<file path="config.mk">
export PLATFORM = sky130hd
export DESIGN_NAME = whitespace_blind_pattern_matcher_top
export DESIGN_NICKNAME = d
export VERILOG_FILES = /design/src/hdl/wbpm_pkg.sv /design/src/hdl/wbpm_cfg.sv /design/src/hdl/wbpm_core.sv /design/src/hdl/whitespace_blind_pattern_matcher_top.sv
export SDC_FILE = /design/constraint.sdc
export NUM_CORES = 1
export LEC_CHECK = 0
export BUFFER_PORTS_ARGS = -buffer_cell sky130_fd_sc_hd__buf_2
export CAP_MARGIN = 20
export CORE_AREA = 2 2 229 231
export DETAILED_ROUTE_END_ITERATION = 10
export DIE_AREA = 0 0 231 233
export PLACE_DENSITY = 0.66
export SYNTH_ARGS = -nofsm -noshare
export SYNTH_HDL_FRONTEND = slang
export SYNTH_HIERARCHICAL = 1
export SYNTH_SLANG_ARGS = --single-unit
</file>
<file path="constraint.sdc">
create_clock -name clk -period 17.45 [get_ports clk]
set_clock_uncertainty 0.2 [all_clocks]
set_input_delay 0.8725 -clock clk [delete_from_list [all_inputs] [get_ports clk]]
set_output_delay 0.8725 -clock clk [all_outputs]
set_load 0.01 [all_outputs]
</file>
<file path="src/hdl/wbpm_pkg.sv">
// ----------------------------------------------------------------------------
// Whitespace-blind pattern matcher package
// Shared constants, register codes and the result beat type.
// ----------------------------------------------------------------------------
package wbpm_pkg;

  localparam int DATA_W          = 8;
  localparam int OUT_W           = 16;
  localparam int PAT_BYTES       = 8;
  localparam int PAT_W           = PAT_BYTES * DATA_W;
  localparam int LEN_W           = 4;
  localparam int ADDR_W          = 4;
  localparam int PDATA_W         = 64;

  localparam int MAX_PATTERN_DEF = 8;
  localparam int POS_WIDTH_DEF   = 16;

  localparam logic [DATA_W-1:0] CHR_NL      = 8'h0A;
  localparam logic [DATA_W-1:0] CHR_TAB     = 8'h09;
  localparam logic [DATA_W-1:0] CHR_SPACE   = 8'h20;
  localparam logic [DATA_W-1:0] CHR_UPPER_A = 8'h41;
  localparam logic [DATA_W-1:0] CHR_UPPER_Z = 8'h5A;
  localparam logic [DATA_W-1:0] CASE_OFFSET = 8'h20;

  localparam logic [OUT_W-1:0]  OUT_MAX     = 16'hFFFF;

  // Register index, taken from the 8-byte aligned address.
  typedef enum logic {
    REG_PATTERN_CHARS  = 1'b0,
    REG_PATTERN_LENGTH = 1'b1
  } reg_idx_t;

  typedef struct packed {
    logic             match_found;
    logic [OUT_W-1:0] match_row;
    logic [OUT_W-1:0] match_col;
    logic [OUT_W-1:0] match_total;
  } res_t;

endpackage

</file>
<file path="src/hdl/wbpm_cfg.sv">
// ----------------------------------------------------------------------------
// Whitespace-blind pattern matcher configuration registers
// APB-style write and read of the pattern bytes and the pattern length.
// ----------------------------------------------------------------------------
module wbpm_cfg (
  input  logic                         clk,
  input  logic                         rst_n,
  input  logic                         psel,
  input  logic                         penable,
  input  logic                         pwrite,
  input  logic [wbpm_pkg::ADDR_W-1:0]  paddr,
  input  logic [wbpm_pkg::PDATA_W-1:0] pwdata,
  output logic [wbpm_pkg::PDATA_W-1:0] prdata,
  output logic [wbpm_pkg::PAT_W-1:0]   pattern_chars,
  output logic [wbpm_pkg::LEN_W-1:0]   pattern_length
);
  import wbpm_pkg::*;

  logic [PAT_W-1:0] pattern_chars_r;
  logic [LEN_W-1:0] pattern_length_r;
  reg_idx_t         reg_idx;
  logic             wr_en;

  // Byte-lane bits of the address are ignored.
  assign reg_idx = reg_idx_t'(paddr[3]);
  assign wr_en   = psel && penable && pwrite;

  always_ff @(posedge clk) begin
    if (!rst_n) begin
      pattern_chars_r  <= '0;
      pattern_length_r <= LEN_W'(1);
    end else if (wr_en) begin
      unique case (reg_idx)
        REG_PATTERN_CHARS:  pattern_chars_r  <= pwdata[PAT_W-1:0];
        REG_PATTERN_LENGTH: pattern_length_r <= pwdata[LEN_W-1:0];
        default: ;
      endcase
    end
  end

  always_comb begin
    unique case (reg_idx)
      REG_PATTERN_CHARS:  prdata = PDATA_W'(pattern_chars_r);
      REG_PATTERN_LENGTH: prdata = PDATA_W'(pattern_length_r);
      default:            prdata = '0;
    endcase
  end

  assign pattern_chars  = pattern_chars_r;
  assign pattern_length = pattern_length_r;

endmodule

</file>
<file path="src/hdl/wbpm_core.sv">
// ----------------------------------------------------------------------------
// Whitespace-blind pattern matcher core
// Character window, position tracking, pattern compare and match counter.
// ----------------------------------------------------------------------------
module wbpm_core #(
  parameter int MAX_PATTERN = wbpm_pkg::MAX_PATTERN_DEF,
  parameter int POS_WIDTH   = wbpm_pkg::POS_WIDTH_DEF
) (
  input  logic                        clk,
  input  logic                        rst_n,
  input  logic                        fire,
  input  logic [wbpm_pkg::DATA_W-1:0] data_byte,
  input  logic                        start_of_file,
  input  logic [wbpm_pkg::PAT_W-1:0]  pattern_chars,
  input  logic [wbpm_pkg::LEN_W-1:0]  pattern_length,
  output wbpm_pkg::res_t              res
);
  import wbpm_pkg::*;

  localparam int FILL_W = $clog2(MAX_PATTERN + 1);
  localparam int IDX_W  = (MAX_PATTERN > 1) ? $clog2(MAX_PATTERN) : 1;
  localparam int EXT_W  = (POS_WIDTH > OUT_W) ? POS_WIDTH : OUT_W;

  // Window entry 0 is the newest kept character.
  logic [DATA_W-1:0]    win_chr_r [MAX_PATTERN];
  logic [POS_WIDTH-1:0] win_row_r [MAX_PATTERN];
  logic [POS_WIDTH-1:0] win_col_r [MAX_PATTERN];
  logic [DATA_W-1:0]    win_chr_nxt [MAX_PATTERN];
  logic [POS_WIDTH-1:0] win_row_nxt [MAX_PATTERN];
  logic [POS_WIDTH-1:0] win_col_nxt [MAX_PATTERN];

  logic [FILL_W-1:0]    fill_r, fill_nxt, fill_base;
  logic [POS_WIDTH-1:0] row_r, row_nxt, row_base;
  logic [POS_WIDTH-1:0] col_r, col_nxt, col_base;
  logic [OUT_W-1:0]     cnt_r, cnt_nxt, cnt_base;

  logic [DATA_W-1:0]    pat_b [MAX_PATTERN];
  logic [FILL_W-1:0]    len_eff;
  logic [IDX_W-1:0]     pidx;
  logic [IDX_W-1:0]     first_idx;
  logic                 is_nl, is_blank, keep, hit;
  logic [DATA_W-1:0]    ch;
  logic [EXT_W-1:0]     row_ext, col_ext;

  always_comb begin
    for (int j = 0; j < MAX_PATTERN; j++) begin
      pat_b[j] = pattern_chars[j*DATA_W +: DATA_W];
    end
  end

  always_comb begin
    if (pattern_length == '0) begin
      len_eff = FILL_W'(1);
    end else if (pattern_length > LEN_W'(MAX_PATTERN)) begin
      len_eff = FILL_W'(MAX_PATTERN);
    end else begin
      len_eff = FILL_W'(pattern_length);
    end
  end

  always_comb begin
    fill_base = start_of_file ? '0 : fill_r;
    row_base  = start_of_file ? POS_WIDTH'(1) : row_r;
    col_base  = start_of_file ? POS_WIDTH'(1) : col_r;
    cnt_base  = start_of_file ? '0 : cnt_r;

    is_nl    = (data_byte == CHR_NL);
    is_blank = (data_byte == CHR_TAB) || (data_byte == CHR_SPACE);
    keep     = !is_nl && !is_blank;

    if (data_byte >= CHR_UPPER_A && data_byte <= CHR_UPPER_Z) begin
      ch = data_byte + CASE_OFFSET;
    end else begin
      ch = data_byte;
    end

    win_chr_nxt[0] = ch;
    win_row_nxt[0] = row_base;
    win_col_nxt[0] = col_base;
    for (int j = 1; j < MAX_PATTERN; j++) begin
      win_chr_nxt[j] = win_chr_r[j-1];
      win_row_nxt[j] = win_row_r[j-1];
      win_col_nxt[j] = win_col_r[j-1];
    end

    if (keep && fill_base != FILL_W'(MAX_PATTERN)) begin
      fill_nxt = fill_base + FILL_W'(1);
    end else begin
      fill_nxt = fill_base;
    end

    // Pattern byte k pairs with window entry len-1-k; entries past the
    // pattern length take no part.
    hit  = keep && (fill_nxt >= len_eff);
    pidx = '0;
    for (int j = 0; j < MAX_PATTERN; j++) begin
      pidx = IDX_W'(len_eff - FILL_W'(1) - FILL_W'(j));
      if (FILL_W'(j) < len_eff && win_chr_nxt[j] != pat_b[pidx]) begin
        hit = 1'b0;
      end
    end

    first_idx = IDX_W'(len_eff - FILL_W'(1));
    row_ext   = EXT_W'(win_row_nxt[first_idx]);
    col_ext   = EXT_W'(win_col_nxt[first_idx]);

    if (hit && cnt_base != OUT_MAX) begin
      cnt_nxt = cnt_base + OUT_W'(1);
    end else begin
      cnt_nxt = cnt_base;
    end

    if (is_nl) begin
      row_nxt = (row_base == '1) ? row_base : row_base + POS_WIDTH'(1);
      col_nxt = POS_WIDTH'(1);
    end else begin
      row_nxt = row_base;
      col_nxt = (col_base == '1) ? col_base : col_base + POS_WIDTH'(1);
    end

    res.match_found = hit;
    res.match_row   = !hit ? '0 :
                      (row_ext > EXT_W'(OUT_MAX)) ? OUT_MAX : row_ext[OUT_W-1:0];
    res.match_col   = !hit ? '0 :
                      (col_ext > EXT_W'(OUT_MAX)) ? OUT_MAX : col_ext[OUT_W-1:0];
    res.match_total = cnt_nxt;
  end

  always_ff @(posedge clk) begin
    if (!rst_n) begin
      fill_r <= '0;
      row_r  <= POS_WIDTH'(1);
      col_r  <= POS_WIDTH'(1);
      cnt_r  <= '0;
    end else if (fire) begin
      fill_r <= fill_nxt;
      row_r  <= row_nxt;
      col_r  <= col_nxt;
      cnt_r  <= cnt_nxt;
    end
  end

  // Window contents beyond the fill count are never compared, so they
  // need no reset and no clearing at the start of a file.
  always_ff @(posedge clk) begin
    if (fire && keep) begin
      for (int j = 0; j < MAX_PATTERN; j++) begin
        win_chr_r[j] <= win_chr_nxt[j];
        win_row_r[j] <= win_row_nxt[j];
        win_col_r[j] <= win_col_nxt[j];
      end
    end
  end

endmodule

</file>
<file path="src/hdl/whitespace_blind_pattern_matcher_top.sv">
// ----------------------------------------------------------------------------
// Whitespace-blind pattern matcher, top level
// Takes one text byte per beat and returns one result beat per byte. Letters
// are folded to lower case; space and tab are skipped for the compare but
// advance the column, and newline is skipped, advances the row and restarts
// the column. A match against a pattern of 1 to MAX_PATTERN bytes reports the
// row and column of its first character and a saturating match count; matches
// may overlap. The block takes one byte every clock cycle unless out_ready
// holds the output. An accepted beat waits in the input register, then the
// window compare and position update run in a single pass into the result
// register. Program the pattern only while no byte is in flight.
// ----------------------------------------------------------------------------
module whitespace_blind_pattern_matcher_top #(
  parameter int MAX_PATTERN = wbpm_pkg::MAX_PATTERN_DEF,
  parameter int POS_WIDTH   = wbpm_pkg::POS_WIDTH_DEF
) (
  input  logic                         clk,
  input  logic                         rst_n,
  input  logic                         in_valid,
  output logic                         in_ready,
  input  logic [wbpm_pkg::DATA_W-1:0]  in_data_byte,
  input  logic                         in_start_of_file,
  output logic                         out_valid,
  input  logic                         out_ready,
  output logic                         out_match_found,
  output logic [wbpm_pkg::OUT_W-1:0]   out_match_row,
  output logic [wbpm_pkg::OUT_W-1:0]   out_match_col,
  output logic [wbpm_pkg::OUT_W-1:0]   out_match_total,
  input  logic                         psel,
  input  logic                         penable,
  input  logic                         pwrite,
  input  logic [wbpm_pkg::ADDR_W-1:0]  paddr,
  input  logic [wbpm_pkg::PDATA_W-1:0] pwdata,
  output logic [wbpm_pkg::PDATA_W-1:0] prdata,
  output logic                         pready
);
  import wbpm_pkg::*;

  logic              in_v_r;
  logic [DATA_W-1:0] data_r;
  logic              sof_r;
  logic              out_v_r;
  res_t              res_r;
  res_t              res;
  logic              fire;
  logic [PAT_W-1:0]  pattern_chars;
  logic [LEN_W-1:0]  pattern_length;

  // A held beat moves into the result register when that register is empty
  // or being drained in the same cycle.
  assign fire     = in_v_r && (!out_v_r || out_ready);
  assign in_ready = !in_v_r || fire;
  assign pready   = 1'b1;

  wbpm_cfg u_cfg (
    .clk            (clk),
    .rst_n          (rst_n),
    .psel           (psel),
    .penable        (penable),
    .pwrite         (pwrite),
    .paddr          (paddr),
    .pwdata         (pwdata),
    .prdata         (prdata),
    .pattern_chars  (pattern_chars),
    .pattern_length (pattern_length)
  );

  wbpm_core #(
    .MAX_PATTERN (MAX_PATTERN),
    .POS_WIDTH   (POS_WIDTH)
  ) u_core (
    .clk            (clk),
    .rst_n          (rst_n),
    .fire           (fire),
    .data_byte      (data_r),
    .start_of_file  (sof_r),
    .pattern_chars  (pattern_chars),
    .pattern_length (pattern_length),
    .res            (res)
  );

  always_ff @(posedge clk) begin
    if (!rst_n) begin
      in_v_r  <= 1'b0;
      out_v_r <= 1'b0;
    end else begin
      if (in_ready) begin
        in_v_r <= in_valid;
      end
      if (fire) begin
        out_v_r <= 1'b1;
      end else if (out_ready) begin
        out_v_r <= 1'b0;
      end
    end
  end

  always_ff @(posedge clk) begin
    if (in_valid && in_ready) begin
      data_r <= in_data_byte;
      sof_r  <= in_start_of_file;
    end
    if (fire) begin
      res_r <= res;
    end
  end

  assign out_valid       = out_v_r;
  assign out_match_found = res_r.match_found;
  assign out_match_row   = res_r.match_row;
  assign out_match_col   = res_r.match_col;
  assign out_match_total = res_r.match_total;

endmodule
</file>
* Yosys cells after proc, flatten, opt, wreduce, memory -nomap -nowiden *
Memory sizes are Yosys's and may differ from the RTL's.
Index checks and enable logic that the tools add are counted.

word-level totals
  latch bits = 0
  bits of input ports = 84
  memory bits (writable) = 320
  word-level logic and storage cells = 163
  output and inout bits = 116
  register bits after elaboration = 180
  ROM bits = 0
  memories kept = 3

operators by class
  mux-type cells = 58
  bitwise logic cells = 9
  reduce and logical (&&, ||, !) cells = 29
  $add $sub $neg = 13
  multipliers = 0
  div/mod/pow operators = 0
  $lt $le $gt $ge = 22
  equal/unequal tests = 15
  shift operators = 0

memory list
  name              words  width  rd ports  clocked after memory_dff  write ports  RTL line         RTL
  u_core.win_col_r  8      16     7         0                         8            wbpm_core.sv:27  logic [POS_WIDTH-1:0] win_col_r [MAX_PATTERN];
  u_core.win_row_r  8      16     7         0                         8            wbpm_core.sv:26  logic [POS_WIDTH-1:0] win_row_r [MAX_PATTERN];
  u_core.win_chr_r  8      8      7         0                         8            wbpm_core.sv:25  logic [DATA_W-1:0] win_chr_r [MAX_PATTERN];

operators by type and width
  cell                                                                count
  2-to-1 mux 16 bit                                                   14
  binary-select mux 8 bit (select 3 bit)                              8
  2-to-1 mux 8 bit                                                    17
  case mux 64 bit (2 select lines)                                    1
  binary-select mux 16 bit (select 3 bit)                             2
  inequality test 8 bit                                               8
  adder 16 x 1 -> 16 bit (second input constant)                      3
  == test 16 bit (second input constant)                              2
  greater-or-equal comparator 4 bit (second input constant)           8
  > comparator 16 bit (second input constant)                         2
  NOT 3 -> 4 bit                                                      8
  logical AND 1 bit                                                   18
  == test 8 x 4 -> 1 bit (second input constant)                      2
  < comparator 3 x 4 -> 1 bit (first input constant)                  4
  2-to-1 mux 4 bit                                                    4
  inequality test 16 bit (second input constant)                      1
  2-to-1 mux 1 bit                                                    12
  subtractor 3 bit (second input constant)                            4
  adder 8 x 6 -> 8 bit (second input constant)                        1
  == test 8 x 6 -> 1 bit (second input constant)                      1
  greater-or-equal comparator 8 x 7 -> 1 bit (second input constant)  1
  <= comparator 8 x 7 -> 1 bit (second input constant)                1
  < comparator 1 x 4 -> 1 bit (first input constant)                  2
  < comparator 2 x 4 -> 1 bit (first input constant)                  2
  other kinds (12)                                                    20

* Logic depth before layout (Yosys ltp) *
Gate-level depths: netlist of run 1.

  depth in word-level cells = 20
  mapped depth = 25
  gate-level depth less buffers = 16

* Modules after synthesis *
Netlist of run 1, hierarchy kept.

by module, submodules not included
  module                                seq. area each (µm²)  cells each  area each (µm²)  instances
  wbpm_core                             9449.1                1505        18467.7          1
  wbpm_cfg                              1361.3                364         3156.8           1
  whitespace_blind_pattern_matcher_top  1781.7                69          1856.8           1

* Least setup slack after synthesis of run 1 *
No wires, ideal clock.

  path kind = input port to flip-flop
  start = input port out_ready
  end = memory u_core.win_chr_r[0][0] (enable)
  setup slack = 0.657 ns
  data required time = 16.324 ns
  path buffers = 2
  arrival = 15.667 ns
  stages on the path = 6
  setup time = 0.926 ns
  cells stage by stage = nor2b_4 nor2b_1 inv_1 clkbuf_1 clkbuf_1 nor2_1

RTL lines
  item                RTL line                                    RTL
  start: declaration  whitespace_blind_pattern_matcher_top.sv:24  input logic out_ready,
  end: declaration    wbpm_core.sv:25

* Worst setup path after layout of run 1 *
  start = register u_cfg.pattern_length_r[1] (netlist: u_cfg/pattern_length[1])
  end = register u_core.cnt_r[1]

on the way
  cells in the longest elaborated chain, start to end = 20
  elaborated cells between the ends (all ways) = 80
  classes of those cells = 8 x add/sub; 10 x order compare; 8 x eq/ne; 35 x mux; 8 x bitwise; 11 x reduce/logical

ends and longest elaborated chain
  item                                                                                                   RTL line                          RTL
  start: declaration                                                                                     wbpm_cfg.sv:20                    logic [LEN_W-1:0] pattern_length_r;
  start signal: assignment                                                                               wbpm_cfg.sv:35                    REG_PATTERN_LENGTH: pattern_length_r <= pwdata[LEN_W-1:0];
  > comparator 4 bit                                                                                     wbpm_core.sv:54                   end else if (pattern_length > LEN_W'(MAX_PATTERN)) begin
  2-to-1 mux 4 bit                                                                                       wbpm_core.sv:54
  2-to-1 mux 4 bit *                                                                                     wbpm_core.sv:52                   if (pattern_length == '0) begin
  subtractor 3 x 1 -> 3 bit                                                                              wbpm_core.sv:97                   pidx = IDX_W'(len_eff - FILL_W'(1) - FILL_W'(j));
  subtractor 3 x 1 -> 3 bit / NOT 3 -> 4 bit (equally long branches)                                     wbpm_core.sv:97, wbpm_core.sv:98
  NOT 3 -> 4 bit (implied by the code) / binary-select mux 8 bit (select 3 bit) (equally long branches)  wbpm_core.sv:98                   if (FILL_W'(j) < len_eff && win_chr_nxt[j] != pat_b[pidx]) begin
  binary-select mux 8 bit (select 3 bit) / 2-to-1 mux 8 bit (equally long branches)                      wbpm_core.sv:98
  2-to-1 mux 8 bit (implied by the code)                                                                 wbpm_core.sv:98
  2-to-1 mux 8 bit (implied by the code) / inequality test 8 bit (equally long branches)                 wbpm_core.sv:98
  inequality test 8 bit / logical AND 1 bit (equally long branches)                                      wbpm_core.sv:98
  logical AND 1 bit / 2-to-1 mux 1 bit (equally long branches)                                           wbpm_core.sv:98
  2-to-1 mux 1 bit (6 in a row)                                                                          wbpm_core.sv:98
  2-to-1 mux 1 bit *                                                                                     wbpm_core.sv:98
  logical AND 1 bit *                                                                                    wbpm_core.sv:107                  if (hit && cnt_base != OUT_MAX) begin
  2-to-1 mux 16 bit *                                                                                    wbpm_core.sv:107
  end signal: assignment                                                                                 wbpm_core.sv:139                  cnt_r <= cnt_nxt;
  end: declaration                                                                                       wbpm_core.sv:35                   logic [OUT_W-1:0] cnt_r, cnt_nxt, cnt_base;

Mark *: on every way between the ends. The rest lies on a longest branch, timed or not. The select of a mux whose other input is x is not followed.
A chain may end at the register's enable or synchronous reset.

==> results.yml, run 1 <==
outcome:
  status: "complete, no violations"
placement:
  io_buffer_count: 195
  dp_hpwl_um: 40300
  gp_congestion: 0.944
clock_tree:
  cts_made_buffers: 51
  htree_num_levels: 2
  root_buffer: "clkbuf_16"
  cts_setup_buffers: 0
  cts_resized: 0
  clk_path_buf_depth: 3
  clkSinkCount: 460
  cts_tree: "done"
  clk_latency_ps: 610
  clkTransAtPathRegs_ps: 70
  cts_hold_buffers: 0
grt:
  grt_max_degree: 108
  grt_pass1_vias: 16200
  track_usage_pct: 22.5
  grt_pass1_wl_um: 94300
  overflow: 0
  grt_antenna_before_repair: 0
sta:
  min_period_ps: 8420
  hold_viol: 0
  max_freq_mhz: 119
  grt_setup_unrepaired: "no"
  worst_pin_slew_ps: 1100
  max_slew_margin_pct: 26.8
  period_share_pct: 48.2
  setup_tns_ps: 0
  maxSlewViolCount: 0
  setup_violations: 0
setup_path:
  critPathCaptureType: "flip-flop"
  critPathRequiredTime_ps: 17700
  critical_path_class: "reg2reg"
  path_max_fanout: 65
  start_kind: "flip-flop"
  arrival_ps: 8670
route:
  num_vias: 16500
  vias_per_cell: 5.85
  first_pass_iters: 6
  wl_um: 60600
  drt.antenna.violating_nets: 0
  wl_per_cell_um: 21.6
  drc: 0
  drtIter0Drc: 1546
cells_and_area:
  drive_gt1_share_pct: 21.3
  final_cell_mix: "edfxtp_1 (338), nand2_1 (298), buf_2 (194), mux2i_1 (180), dfxtp_1 (122)"
  n_antenna_cell: 0
  final_common_cell: "edfxtp_1"
  syn_to_final_growth_pct: 14.3
  layout.nets: 2183
  fill_cells: 4377
yosys:
  ys_types: 86
  syn_inst: 1938
  synth_nets: 2033
  synth_seq_cells: 460
  async_reset_ff_share_pct: 0
  synth-edff-count: 338
  syn_area_per_cell_sq_um: 12.1
  yosysSeqAreaShare_pct: 53.6
  synth_flop_cell: "edfxtp_1"
  yosys_warnings: 6
  synth_area_sq_um: 23500
die:
  die_w_um: 231
  dieArea_sq_um: 53800
  ioPinCount: 200
  row_count: 83
  core_sq_um: 51100
  initial_core_util_pct: 46.0
  die_h_um: 233
pwr:
  power.leakage_nw: 9.47
  max-vdd-ir-drop_mv: 0.0777
  p_total_mw: 2.55
  powerDensity_nw_per_um2: 94.9
min_path:
  min_path_type: "reg2reg"
job:
  cap_violations: 0
[worst max-delay path, stage by stage, from the launching register on]
cell and delay [ps]:
dfxtp_1 300, buf_4 370, o21ba_2 330, nor2_4 50, inv_2 40, buf_4 530, ha_1 810, xnor2_4 170
buf_4 870, mux2i_1 220, mux4_2 540, xnor2_1 200, a2111oi_1 590, a21oi_1 150, a2111oi_0 900, buf_4 240
nand2_1 270, or2_1 630, buf_4 390, o311ai_0 320, a21oi_1 110
[stage by stage]
step	setup WS [ps]	hold WS, ps	cell area, sq um	utilization, %	instances
after CTS	8980	221	26800	52.4	2807
after global routing	8670	234	26800	52.5	2810
after floorplan	657	221	23500	-	1938
after global placement	9080	225	25000	48.9	2712
after detailed placement	9000	230	25000	48.9	2712
final	9030	238	26800	52.5	2810
[where the power goes]
| part | leakage, nW | total (mW) | switching [mW] | internal, mW |
|---|---|---|---|---|
| combinational | 4.47 | 0.169 | 0.102 | 0.0675 |
| sequential | 4.13 | 1.25 | 0.0291 | 1.22 |
| clock | 0.870 | 1.13 | 0.449 | 0.683 |
| total | 9.47 | 2.55 | 0.580 | 1.97 |
[cell type report]
cell class | instances | area [sq um] | share of cell area (%)
sequential | 460 | 12600 | 46.9
multi-input combinational | 1322 | 10200 | 38.1
clock buffer | 79 | 1530 | 5.71
timing repair buffer | 225 | 1250 | 4.65
tap | 680 | 851 | 3.17
clock inverter | 16 | 270 | 1.01
inverter | 28 | 108 | 0.401
[worst paths after layout]
| kind | slack, ps | end | from | cells after the start |
|---|---|---|---|---|
| max | 9030 | u_core/cnt_r[1]$_SDFFE_PN0P_ | u_cfg/pattern_length[1]$_SDFFE_PN0P_ | 20 |
| min reg2reg | 240 | u_core/win_row_r[2][7]$_DFFE_PP_ | u_core/win_row_r[1][7]$_DFFE_PP_ | 0 |
| max reg2reg | 9030 | u_core/cnt_r[1]$_SDFFE_PN0P_ | u_cfg/pattern_length[1]$_SDFFE_PN0P_ | 20 |
| min | 240 | u_core/win_row_r[2][7]$_DFFE_PP_ | u_core/win_row_r[1][7]$_DFFE_PP_ | 0 |
[registers in the layout, indices dropped and copies added, names as in the netlist, 16 cells and up]
| name | flops |
|---|---|
| u_core/win_col_r | 112 |
| u_core/win_row_r | 112 |
| u_cfg/pattern_chars | 64 |
| u_core/win_chr_r | 56 |
| out_match_col | 16 |
| out_match_row | 16 |
| out_match_total | 16 |
| u_core/cnt_r | 16 |
| u_core/col_r | 16 |
| u_core/row_r | 16 |
[synth_stat cells (all sizes together), types with 6 or more instances]
cell     number  area share, %
edfxtp      338             43
nand2       298            4.8
mux2i       180            7.7
dfxtp       122             10
nor2b       117            3.2
mux4        104             10
nor2         94            1.5
a21oi        83            1.8
clkbuf       77            1.2
xnor2        65            2.5
buf          51            1.3
nand3        33           0.70
xor2         32            1.2
o21ai        30           0.64
inv          26           0.42
nor4         22           0.72
nor3         17           0.38
and3         15           0.40
nand2b       14           0.37
a211oi       13           0.42
a31oi        13           0.35
nand4        13           0.35
o22ai        13           0.35
mux2         12           0.58
and2         11           0.29
ha           11           0.59
nor3b         9           0.31
o211ai        9           0.31
a21o          7           0.22
a221oi        7           0.26
or3           7           0.21
a2111oi       6           0.26
a22oi         6           0.19
or4           6           0.19
[metal layers]
metal	vias up	global-route usage (%)	wire, um
met5	-	0	0
met4	0	8.47	2050
met3	127	3.50	3910
met2	690	36.7	28500
met1	8159	30.2	26200
li1	7475	-	-
[cell families (layout without fill, tap and decap cells)]
group | Yosys count | count (layout) | share of synthesized area (%)
other cells | 1 | 1 | 0.0160
xor+xnor | 97 | 97 | 3.68
fa+ha+maj | 11 | 11 | 0.586
simple gates | 683 | 683 | 14.4
mux | 296 | 296 | 18.2
flops | 460 | 460 | 53.6
buf+inv | 156 | 348 | 2.94
compound gates | 234 | 234 | 6.51
(Power assumes the default switching activity.)
==> run 2: changes to the inputs <==
Settings changed: ABC_AREA set to 1, CORE_AREA 2 2 229 231 to 2 2 231 233, DIE_AREA 0 0 231 233 to 0 0 233 235.
Clock period 17.45 ns to 7.6 ns, I/O delays scaled along.
==> results.yml, run 2 <==
clock_tree:
  clkTransAtPathRegs_ps: 60
  clk_latency_ps: 610
  clkSinkCount: 460
  clk_path_buf_depth: 3
  cts_hold_buffers: 76
  cts_setup_buffers: 0
  root_buffer: "clkbuf_16"
  htree_num_levels: 2
  cts_made_buffers: 51
  cts_resized: 0
  cts_tree: "done"
sta:
  worst_slack_ps: 2190
  max_freq_mhz: 185
  setup_tns_ps: 0
  maxSlewViolCount: 0
  worst_pin_slew_ps: 1160
  min_period_ps: 5410
  grt_setup_unrepaired: "no"
  period_share_pct: 71.2
  max_slew_margin_pct: 22.6
  hold_viol: 0
  setup_violations: 0
  fin_worst_hold_slack_ps: 39.2
route:
  drtIter0Drc: 2367
  num_vias: 21400
  wl_um: 69300
  drc: 0
  wl_per_cell_um: 17.8
  drt.antenna.violating_nets: 0
  vias_per_cell: 5.51
  first_pass_iters: 9
placement:
  gp_congestion: 0.903
  pre_cts_ws_ps: 2270
  io_buffer_count: 195
  placed_area_sq_um: 25200
  dp_hpwl_um: 44600
  dp_cells: 3716
cells_and_area:
  fill_cells: 4771
  n_antenna_cell: 0
  final_cell_mix: "nand2_1 (603), nor2_1 (500), nand3_1 (451), edfxtp_1 (338), inv_1 (330)"
  final_common_cell: "nand2_1"
  design_area_sq_um: 27800
  syn_to_final_growth_pct: 16.8
  drive_gt1_share_pct: 10.5
  fin_cells: 3888
  layout.nets: 3252
yosys:
  synth_common_cells: "nand2_1 (604), nor2_1 (502), nand3_1 (451)"
  synthAdderAreaFrac_pct: 0.578
  synthSimpleGateAreaFrac_pct: 30.4
  syn_inst: 2963
  synth_top_cell_by_area: "edfxtp_1"
  yosysSeqAreaShare_pct: 52.9
  synth_xor_area_share_pct: 0.846
  yosys.area.top_type_share_pct: 42.6
  syn_area_per_cell_sq_um: 8.04
  synth.area.mux_share_pct: 0
  yosys_warnings: 6
  synth_area_sq_um: 23800
  async_reset_ff_share_pct: 0
  ys_types: 42
  yosys-top-cells-area: "edfxtp_1 (43%), dfxtp_1 (10%), nand2_1 (9.5%)"
  synth_flop_cell: "edfxtp_1"
  yosysMostFrequentCell: "nand2_1"
  synth_seq_cells: 460
  synth-edff-count: 338
  synth_top_family_by_area: "simple AND/OR/NAND/NOR gates"
  synth_compound_area_share_pct: 6.74
  synth_nets: 3058
grt:
  grt_pass1_vias: 20200
  grt_pass1_wl_um: 108000
  track_usage_pct: 24.7
  overflow: 0
  grt_max_degree: 203
  grt_antenna_before_repair: 0
setup_path:
  critPathCaptureType: "flip-flop"
  crit_chain: "inv_2 -> nor2_2 -> buf_4 -> inv_2 -> ha_2 -> inv_2 -> nand3_1 -> buf_4 -> nand2_4 -> nand3_1 -> a21o_1 -> nand3_1 -> nor2_1 -> nand2_1 -> nand2_1 -> nand3_1 -> nor2_4 -> nand3_2 -> nand2_1 -> nand2_1"
  path_delay_family: "simple AND/OR/NAND/NOR gates"
  crit_path_start: "u_cfg/pattern_length[1]$_SDFFE_PN0P_"
  rr_worst_depth: 20
  critPathRequiredTime_ps: 7750
  r2r-end: "out_match_total[6]$_DFFE_PP_"
  r2r_setup_slack_ps: 2190
  worstSetupPathDepth: 20
  critPathBufInv: 5
  critical_path_class: "reg2reg"
  start_kind: "flip-flop"
  critPathCapture: "out_match_total[6]$_DFFE_PP_"
  cp_slowest_cell: "ha_2"
  slowest_delay_ps: 950
  path_max_fanout: 44
  arrival_ps: 5560
  rr_startpoint: "u_cfg/pattern_length[1]$_SDFFE_PN0P_"
die:
  ioPinCount: 200
  die_h_um: 235
  die_w_um: 233
  core_sq_um: 52200
  initial_core_util_pct: 45.6
  row_count: 84
  dieArea_sq_um: 54800
pwr:
  powerDensity_nw_per_um2: 225
  power.leakage_nw: 11.5
  max-vdd-ir-drop_mv: 0.241
outcome:
  status: "complete, no violations"
min_path:
  min_path_type: "in2reg"
job:
  cap_violations: 0
-- run 2: cell types whose count changed after synthesis, moves of 115 or more --
cell     previous run  this run
nor2b_1           115         0
nor2_1             93       502
nand3_1            33       451
nand2_1           298       604
inv_1              23       330
mux2i_1           180         0
-- run 2: final cells by class --
class | count | area (sq um) | area share, %
multi-input combinational | 2002 | 9250 | 33.2
timing repair buffer | 300 | 1980 | 7.11
sequential | 460 | 12600 | 45.3
clock buffer | 67 | 1400 | 5.02
tap | 688 | 861 | 3.09
inverter | 342 | 1280 | 4.62
clock inverter | 29 | 460 | 1.66
-- run 2: cell families (layout without fill, tap and decap cells) --
logic type               Yosys count  after routing
AND/OR/NAND/NOR                 1686           1686
buffers and inverters            501            738
other                              1              1
AO/OA/AOI/OAI                    281            281
flip-flops                       460            460
adder cells (fa/ha/maj)           11             11
XOR/XNOR                          23             23
-- run 2: worst min-delay path by stage --
stage | startpoint | to | slack (ps) | depth (start not counted)
3_3_place_gp | u_core/win_row_r[4][15]$_DFFE_PP_ | u_core/win_row_r[5][15]$_DFFE_PP_ | 220 | 0
5_1_grt | penable | u_cfg/pattern_length[0]$_SDFFE_PN1P_ | 40 | 4
6_report | penable | u_cfg/pattern_length[0]$_SDFFE_PN1P_ | 40 | 4
4_1_cts | penable | u_cfg/pattern_length[0]$_SDFFE_PN1P_ | 4 | 4
2_1_floorplan | u_core/win_col_r[0][10]$_DFFE_PP_ | u_core/win_col_r[1][10]$_DFFE_PP_ | 220 | 0
3_5_place_dp | u_core/win_row_r[2][9]$_DFFE_PP_ | u_core/win_row_r[3][9]$_DFFE_PP_ | 230 | 0
-- run 2: per-stage QoR --
stage	total power [mW]	util [%]
after floorplan	3.35	-
after CTS	6.29	53.3
after detailed placement	3.55	48.2
after global placement	3.54	48.2
final	6.25	53.3
after global routing	6.48	53.3
-- run 2: per-layer routing --
layer / vias up / wire [um] / track usage (%)
met3: 136 / 5190 / 3.23
met2: 943 / 31100 / 38.6
li1: 10200 / - / -
met4: 0 / 1940 / 7.93
met1: 10100 / 31000 / 35.7
met5: - / 0 / 0
-- run 2: report_power, final --
part	switching, mW	total [mW]	leakage [nW]	internal [mW]
combinational	0.450	0.669	6.46	0.219
clock	1.06	2.71	0.879	1.65
sequential	0.0688	2.87	4.19	2.80
total	1.58	6.25	11.5	4.67
-- run 2: worst reg2reg max path, delay by kind of cell, from the launching register on --
family / cells / cell delay [ps]
AND/OR/NAND/NOR: 13 / 2120
flip-flops: 1 / 430
adder cells (fa/ha/maj): 1 / 950
AO/OA/AOI/OAI: 1 / 130
buffers and inverters: 5 / 1350
